--- config.mk ---
export PLATFORM = sky130hd
export DESIGN_NAME = gbs_ctrl
export DESIGN_NICKNAME = d
export VERILOG_FILES = /design/src/hw/rtl/gbs_pkg.sv /design/src/hw/rtl/gbs_ctrl.sv
export SDC_FILE = /design/constraint.sdc
export NUM_CORES = 1
export LEC_CHECK = 0
export BUFFER_PORTS_ARGS = -buffer_cell sky130_fd_sc_hd__buf_2
export CORE_AREA = 4 4 41 43
export CTS_CLUSTER_SIZE = 28
export DETAILED_ROUTE_END_ITERATION = 10
export DIE_AREA = 0 0 45 47
export PLACE_DENSITY = 0.54
export RECOVER_POWER = 25
export SETUP_SLACK_MARGIN = 0.5
export SLEW_MARGIN = 20
export SYNTH_ARGS = -nofsm -noshare
export SYNTH_HDL_FRONTEND = slang
export SYNTH_SLANG_ARGS = --single-unit
--- constraint.sdc ---
create_clock -name aclk -period 1.2 [get_ports aclk]
set_clock_uncertainty 0.1 [all_clocks]
set_input_delay 0.06 -clock aclk [delete_from_list [all_inputs] [get_ports aclk]]
set_output_delay 0.06 -clock aclk [all_outputs]
set_load 0.1 [all_outputs]
--- src/hw/rtl/gbs_pkg.sv ---
// ---------------------------------------------------------------------------
// gbs_pkg: shared types and constants
// Widths, register codes, phase and state encodings, and the command and
// status bundles between the controller and the datapath.
// ---------------------------------------------------------------------------
package gbs_pkg;

    localparam int PIX_W          = 8;
    localparam int IDX_W          = 19;
    localparam int SUM_W          = 18;
    localparam int SQ_W           = 26;
    localparam int LEARN_W        = 11;
    localparam int MULT_W         = 4;
    localparam int CFG_IDX_W      = 8;
    localparam int CFG_DATA_W     = 16;
    localparam int DEF_MAX_PIXELS = 524288;
    localparam int DIV_CNT_W      = $clog2(SUM_W + 1);

    localparam logic [PIX_W-1:0]   FG_VALUE    = 8'd255;
    localparam logic [PIX_W-1:0]   BG_VALUE    = 8'd0;
    localparam logic [LEARN_W-1:0] LEARN_RESET = 11'd300;
    localparam logic [LEARN_W-1:0] LEARN_MAX   = 11'd1024;
    localparam logic [LEARN_W-1:0] LEARN_MIN   = 11'd1;
    localparam logic [MULT_W-1:0]  MULT_RESET  = 4'd3;
    localparam logic [SQ_W-1:0]    SQ_MAX      = {SQ_W{1'b1}};

    localparam logic [CFG_IDX_W-1:0] CFG_IDX_LEARN = 8'd0;
    localparam logic [CFG_IDX_W-1:0] CFG_IDX_MULT  = 8'd1;

    typedef enum logic [1:0] {
        PH_LEARN_FIRST,
        PH_LEARN,
        PH_FINAL,
        PH_DETECT
    } phase_t;

    typedef enum logic [2:0] {
        ST_IDLE,
        ST_READ,
        ST_EVAL,
        ST_DIV,
        ST_MUL1,
        ST_MUL2,
        ST_FIN
    } state_t;

    typedef struct packed {
        logic capture;
        logic rd_en;
        logic wr_learn;
        logic div_start;
        logic div_step;
        logic mul1;
        logic mul2;
        logic wr_final;
        logic det_load;
    } ctrl_cmd_t;

    typedef struct packed {
        phase_t phase;
        logic   in_range;
        logic   div_done;
        logic   out_busy;
    } ctrl_status_t;

endpackage

--- src/hw/rtl/gbs_ctrl.sv ---
// ---------------------------------------------------------------------------
// gbs_ctrl: sequencing state machine
// Steps each pixel through store read, then update, finalize or detect.
// ---------------------------------------------------------------------------
module gbs_ctrl (
    input  logic                  aclk,
    input  logic                  aresetn,
    input  logic                  s_valid,
    output logic                  s_ready,
    input  gbs_pkg::ctrl_status_t status,
    output gbs_pkg::ctrl_cmd_t    cmd
);
    import gbs_pkg::*;

    state_t state_reg;
    state_t state_next;

    always_ff @(posedge aclk) begin
        if (!aresetn) begin
            state_reg <= ST_IDLE;
        end else begin
            state_reg <= state_next;
        end
    end

    always_comb begin
        state_next = state_reg;
        cmd        = '0;
        s_ready    = 1'b0;
        case (state_reg)
            ST_IDLE: begin
                s_ready     = 1'b1;
                cmd.capture = s_valid;
                if (s_valid) begin
                    state_next = ST_READ;
                end
            end
            ST_READ: begin
                cmd.rd_en  = 1'b1;
                state_next = ST_EVAL;
            end
            ST_EVAL: begin
                case (status.phase)
                    PH_LEARN_FIRST, PH_LEARN: begin
                        cmd.wr_learn = 1'b1;
                        state_next   = ST_IDLE;
                    end
                    PH_FINAL: begin
                        if (status.in_range) begin
                            cmd.div_start = 1'b1;
                            state_next    = ST_DIV;
                        end else begin
                            state_next = ST_IDLE;
                        end
                    end
                    PH_DETECT: begin
                        // hold until the result register is free
                        if (!status.out_busy) begin
                            cmd.det_load = 1'b1;
                            state_next   = ST_IDLE;
                        end
                    end
                    default: begin
                        state_next = ST_IDLE;
                    end
                endcase
            end
            ST_DIV: begin
                if (status.div_done) begin
                    state_next = ST_MUL1;
                end else begin
                    cmd.div_step = 1'b1;
                end
            end
            ST_MUL1: begin
                cmd.mul1   = 1'b1;
                state_next = ST_MUL2;
            end
            ST_MUL2: begin
                cmd.mul2   = 1'b1;
                state_next = ST_FIN;
            end
            ST_FIN: begin
                cmd.wr_final = 1'b1;
                state_next   = ST_IDLE;
            end
            default: begin
                state_next = ST_IDLE;
            end
        endcase
    end

endmodule

Word-level counts from Yosys, hierarchy flattened. Cells that the tools add are included. W data, S select, Z words.

Input bits: 8. Register bits: 3.

Equality and inequality tests: 12. Muxes and demuxes: 21. Reduce and logical (&&, ||, !) cells: 4.

Operator list (count): $pmux W3 S6 (1); $mux W1 (14); $eq A3 B3 Y1 const B (3); $mux W3 (3); $pmux W3 S3 (1); $eq A3 B2 Y1 const B (2); $eq A2 B2 Y1 const B (2); $mux W2 (2); $ne A2 B2 Y1 const B (2); $eq A3 B1 Y1 const B (1); $logic_not A3 Y1 (1); $ne A3 B3 Y1 const B (1); $reduce_and A3 Y1 (1); $eq A2 B1 Y1 const B (1); $logic_not A2 Y1 (1); $reduce_or A2 Y1 (1).

Longest topological paths before layout. Gate-level depths: netlist of run 1.

Depth after elaboration: 4. Mapped depth: 4. Mapped depth without buffers: 3.

Worst setup path after synthesis of run 1. OpenSTA, ideal clock, no wires.

Path type: register to output. From: reg state_reg[2]. To: out cmd[8] in the netlist's numbering. Path slack: -2.457 ns. Stages on the path, launching flop included: 4. Data required time: 1.040 ns. Arrival: 3.497 ns. Path through: dfxtp_1 -> buf_4 -> nor3_1 -> and2_1.

RTL lines: start: declaration (line gbs_ctrl.sv:15) `state_t state_reg;`; start signal: assignment (line gbs_ctrl.sv:22) `state_reg <= state_next;`; end: declaration (line gbs_ctrl.sv:11) `output gbs_pkg::ctrl_cmd_t cmd`.

==> results of run 1 <==
[cell families after synthesis]
logic type             share of synthesized area
AND/OR/NAND/NOR                            0.458
AO/OA/AOI/OAI                              0.146
buffers and inverters                      0.127
flip-flops                                 0.226
multiplexers                              0.0424
[synth_stat cells (all sizes together)]
library cell	number	share of area
buf	3	0.099
nand2	1	0.014
o21ai	1	0.019
nor3	4	0.075
and2	1	0.024
nor2	7	0.099
a21boi	1	0.028
a221oi	1	0.033
mux2	1	0.042
and3	2	0.047
nand2b	1	0.024
and4bb	2	0.12
a311oi	1	0.033
nand4b	1	0.033
nand3	1	0.019
dfxtp	3	0.23
o41ai	1	0.033
inv	2	0.028
[final timing paths]
check,cells after the start,slack [ns],end,start
setup / recovery,3,-0.25,cmd[5],state_reg[2]
hold / removal,2,-0.001,state_reg[2],aresetn
setup reg to reg,5,-0.16,state_reg[0],state_reg[2]
hold reg to reg,2,0.46,state_reg[2],state_reg[0]
[power by group through the flow]
stage / Combinational [mW] / Sequential [mW] / Clock (mW)
floorplan: 0.309 / 0.119 / 0
global placement: 0.463 / 0.131 / 0
detailed placement: 0.466 / 0.133 / 0
CTS: 0.509 / 0.135 / 0.181
global route: 0.542 / 0.135 / 0.185
finish: 0.518 / 0.133 / 0.173
[area by class of cell]
type	count	area, sq um	area share
Clock buffer	4	26.3	0.0363
Inverter	2	7.51	0.0104
Multi-Input combinational cell	26	260	0.359
Sequential cell	3	71.3	0.0984
Tap cell	15	18.8	0.0259
Timing Repair Buffer	28	340	0.470
[worst max-delay path, stage by stage (launching register included)]
cell	delay (ns)
dfxtp_4	0.36
and4bb_4	0.34
and3_4	0.19
buf_12	0.17
[metal layers]
layer	global-route usage	up-vias	routed length, um
met4	0.0351	0	0
li1	-	180	-
met3	0.0307	0	43
met1	0.123	170	379
met2	0.178	11	504
met5	0	-	0
[metrics by stage]
stage               setup slack (ns)  hold WS, ns   util  total power, mW  setup TNS [ns]
floorplan                     -0.696        0.104      -            0.428           -2.85
global placement            -0.00342        0.245  0.468            0.594        -0.00592
detailed placement           -0.0291        0.248  0.468            0.599         -0.0690
CTS                           -0.241     -0.00621  0.538            0.826           -1.80
global route                  -0.280      0.00201  0.557            0.863           -2.43
finish                        -0.247     -0.00111  0.557            0.823           -1.83
[timing repair]
action | 4_1_cts | 5_1_grt
resized for setup | 13 | 4
setup endpoints to repair | 13 | 13
hold endpoints to repair | 1 | 0
pin swaps | 4 | 2
setup buffers | 2 | 1
==> results.yml, run 1 <==
final_layout:
  nFillCells: 123
  instances_no_fill: 78
  drive_gt1_frac: 0.762
  syn2layout_area_growth_pct: 173
  largest_reg_flops: 3
  final_area_sq_um: 724
  final_common_cell: "buf_12"
  layout_common_cells: "buf_12 (10), buf_2 (7), buf_6 (6), buf_4 (5), nor2_1 (4)"
  n_antenna_cell: 0
  fin_nets: 72
timing:
  rsz0062_at_grt: "yes"
  post-route-min-period_ns: 1.45
  fmax_mhz: 691
  setup_ws_ns: -0.247
  hold_viol_final: 1
  maxSlewViolCount: 0
  finalCritPeriodShare: 1.21
  whs_ns: -0.00111
  slew_headroom: 0.697
  worst_pin_slew_ns: 0.448
  finalSetupViolations: 12
die:
  io_pins: 18
  row_count: 13
  dieHeight_um: 47
  core-area_sq_mm: 0.00130
  die_area_sq_mm: 0.00212
  floorplan.initialDensity: 0.204
  die_w_um: 45
synth:
  ys_types: 19
  synth_nets: 42
  syn-cell-area_sq_um: 265
  netlist_instances: 34
  syn_area_per_cell_sq_um: 7.80
  yosysSeqAreaShare: 0.226
  yosysWarnings: 0
  ys_ff_latch: 3
flow_run:
  drv_cap: 0
place:
  port-buffer-count: 17
  place_area_sq_um: 609
  finalWeightedCongestion: 0.816
  dp_hpwl_um: 727
  dp_cells: 71
clock_tree:
  cts.path.max_buffers: 2
  root_buffer: "clkbuf_4"
  htree_levels: 1
  cts_buffers: 3
  insertion_delay_ns: 0.23
  cts_tree: "built"
  clk_pin_slew_ns: 0.04
  clkSinkCount: 3
pwr:
  p_leak_nw: 0.293
  p_sw_frac: 0.441
  p_int_uw: 460
  p_comb_frac: 0.629
  seqPwrFrac: 0.161
  p_sw_uw: 363
  power_density_mw_per_mm2: 1140
  peakVddDrop_mv: 0.734
  clkPwrFrac: 0.210
grt:
  grt_pass1_wl_mm: 1.60
  grt_pass1_vias: 359
  grt_start_max_net_pins: 9
  grt_usage: 0.103
  grt-ovfl-total: 0
  antenna_found_initial: 0
detailed_routing:
  drt_iter0_drc: 1
  vias_per_cell: 4.63
  dr.pass1.iters: 2
  wl_per_cell_um: 11.9
  drc: 0
  ant_nets: 0
  vias: 361
  wirelength_um: 927
outcome:
  status: "finished with violations"
  violations: "hold timing, setup timing"
critical_path:
  critPathCaptureType: "output port"
  cp_max_fo: 7
  setup.worst_path.class: "flip-flop to output port"
  worstPathRequired_ns: 1.04
  cp.arrival_ns: 1.29
  cp-start-kind: "flip-flop"
hold_path:
  hold_class: "input port to flip-flop"
Power figures use the tool's default switching activity.
==> run 2, diff against run 1 <==
- ABC_AREA: unset -> 1
==> results.yml, run 2 <==
outcome:
  status: "finished with violations"
  violations: "hold timing, setup timing"
detailed_routing:
  wl_per_cell_um: 10.7
  drc: 0
  vias: 376
  dr.pass1.iters: 2
  drt_iter0_drc: 1
  wirelength_um: 927
  vias_per_cell: 4.32
  ant_nets: 0
place:
  finalWeightedCongestion: 0.743
  port-buffer-count: 17
  place_ws_ns: -0.0168
  dp_hpwl_um: 712
synth:
  synth_nets: 51
  ys_ff_latch: 3
  yosysWarnings: 0
  yosysSeqAreaShare: 0.223
  syn_area_per_cell_sq_um: 6.26
  synth_ff_type: "dfxtp_1"
  netlist_instances: 43
  yosysMostFrequentCell: "nor2_1"
  synthTopCellsByArea: "dfxtp_1 (22%), nor2_1 (15%), inv_1 (7.0%)"
  ys_types: 17
  synth_top_area_share: 0.223
  async_reset_ff_frac: 0
  netlist.top_cell.by_area: "dfxtp_1"
  syn-cell-area_sq_um: 269
  synth-edff-count: 0
  synthTopCellsByCount: "nor2_1 (11), inv_1 (5), nand2_1 (4)"
critical_path:
  r2r_slack_ns: -0.03
  worstPathRequired_ns: 1.04
  cp-start-kind: "flip-flop"
  r2r-start: "state_reg[0]"
  rr_endpoint: "state_reg[0]"
  critPathCaptureType: "output port"
  cp.arrival_ns: 1.18
  setup.worst_path.class: "flip-flop to output port"
  cp_max_fo: 3
  rr_worst_depth: 7
die:
  row_count: 13
  core-area_sq_mm: 0.00130
  die_area_sq_mm: 0.00212
  io_pins: 18
  die_w_um: 45
  floorplan.initialDensity: 0.207
  dieHeight_um: 47
final_layout:
  syn2layout_area_growth_pct: 187
  layout_common_cells: "buf_12 (10), nor2_4 (9), buf_2 (7), buf_6 (6), nor2_2 (4)"
  final_common_cell: "buf_12"
  n_antenna_cell: 0
  fin_nets: 81
  largest_reg_flops: 3
  final_core_util: 0.594
  drive_gt1_frac: 0.819
clock_tree:
  insertion_delay_ns: 0.23
  clkSinkCount: 3
  clk_pin_slew_ns: 0.03
  cts_buffers: 3
  root_buffer: "clkbuf_4"
  htree_levels: 1
  cts.path.max_buffers: 2
  cts_tree: "built"
grt:
  grt_usage: 0.107
  grt_start_max_net_pins: 7
  grt-ovfl-total: 0
  antenna_found_initial: 0
  grt_pass1_wl_mm: 1.61
  grt_pass1_vias: 378
hold_path:
  hold_start: "aresetn"
  hold_class: "input port to flip-flop"
  whs_endpoint: "state_reg[1]"
  holdPathStages: 3
timing:
  maxSlewViolCount: 0
  post-route-min-period_ns: 1.34
  whs_ns: -0.0339
  setup_ws_ns: -0.142
  fmax_mhz: 745
  rsz0062_at_grt: "yes"
  slew_headroom: 0.878
  finalSetupViolations: 11
  worst_pin_slew_ns: 0.182
  hold_viol_final: 1
  finalCritPeriodShare: 1.12
pwr:
  peakVddDrop_mv: 1.04
  p_leak_nw: 0.313
  power_density_mw_per_mm2: 2030
flow_run:
  drv_cap: 0
[run 2: changes by cell type after synthesis, sizes merged, moves of 2 or more]
| cell | change |
|---|---|
| nand3 | +3 |
| inv | +5 |
| nand2 | +4 |
| nor2 | +8 |
| and4bb | -2 |
| buf | -3 |
[run 2: power breakdown]
group          leakage, nW  internal, mW  switching [mW]
Combinational        0.272         0.470           0.735
Clock               0.0150         0.124          0.0506
Sequential          0.0267         0.136          0.0532
Total                0.313         0.730           0.838
[run 2: worst max-delay path by stage]
| stage | startpoint | end | slack (ns) | cells past startpoint |
|---|---|---|---|---|
| 2_1_floorplan | state_reg[2] | state_reg[0] | -0.36 | 6 |
| 3_3_place_gp | state_reg[1] | cmd[8] | -0.004 | 4 |
| 3_5_place_dp | state_reg[1] | cmd[8] | -0.02 | 4 |
| 4_1_cts | state_reg[1] | cmd[1] | -0.16 | 4 |
| 5_1_grt | state_reg[0] | cmd[0] | -0.18 | 4 |
| 6_report | state_reg[2] | cmd[1] | -0.14 | 4 |
[run 2: cell families (layout without fill, tap and decap cells)]
group,Yosys count,in the layout,synth area share
buffers and inverters,7,36,0.0977
DFF,3,3,0.223
AOI/OAI and AO/OA,3,3,0.0558
and+or+nand+nor,30,30,0.623
[run 2: layout make-up]
type	instances	area, sq um
Multi-Input combinational cell	33	297
Clock buffer	4	26.3
Fill cell	132	528
Sequential cell	3	71.3
Tap cell	15	18.8
Timing Repair Buffer	25	318
Inverter	7	42.5
[run 2: repair_timing]
action                                  in CTS  in global routing
pin swaps                                    9                  2
endpoints found under the hold margin        2                  1
resized for setup                           20                  4
endpoints found under the setup margin      13                 13
buffers inserted                             5                  0
[run 2: stage by stage]
stage / std cells / TNS (ns) / area, sq um / power [mW]
6_report: 87 / -0.980 / 773 / 1.57
5_1_grt: 87 / -1.62 / 773 / 1.65
4_1_cts: 87 / -1.07 / 759 / 1.55
3_5_place_dp: 78 / -0.0260 / 631 / 1.19
3_3_place_gp: 78 / -0.00390 / 631 / 1.18
2_1_floorplan: 43 / -2.31 / 354 / 0.861
[run 2: layer usage]
metal	vias to the layer above	GRT usage	wire, um
met5	-	0	0
met2	17	0.198	528
met4	0	0.0702	15
met3	2	0.0192	82
met1	161	0.109	301
li1	196	-	-
[run 2: worst max-delay path: stages, from the launching register on]
cell and delay, ns:
dfxtp_4 0.39, inv_8 0.04, buf_6 0.12, nor3_4 0.20, buf_12 0.20
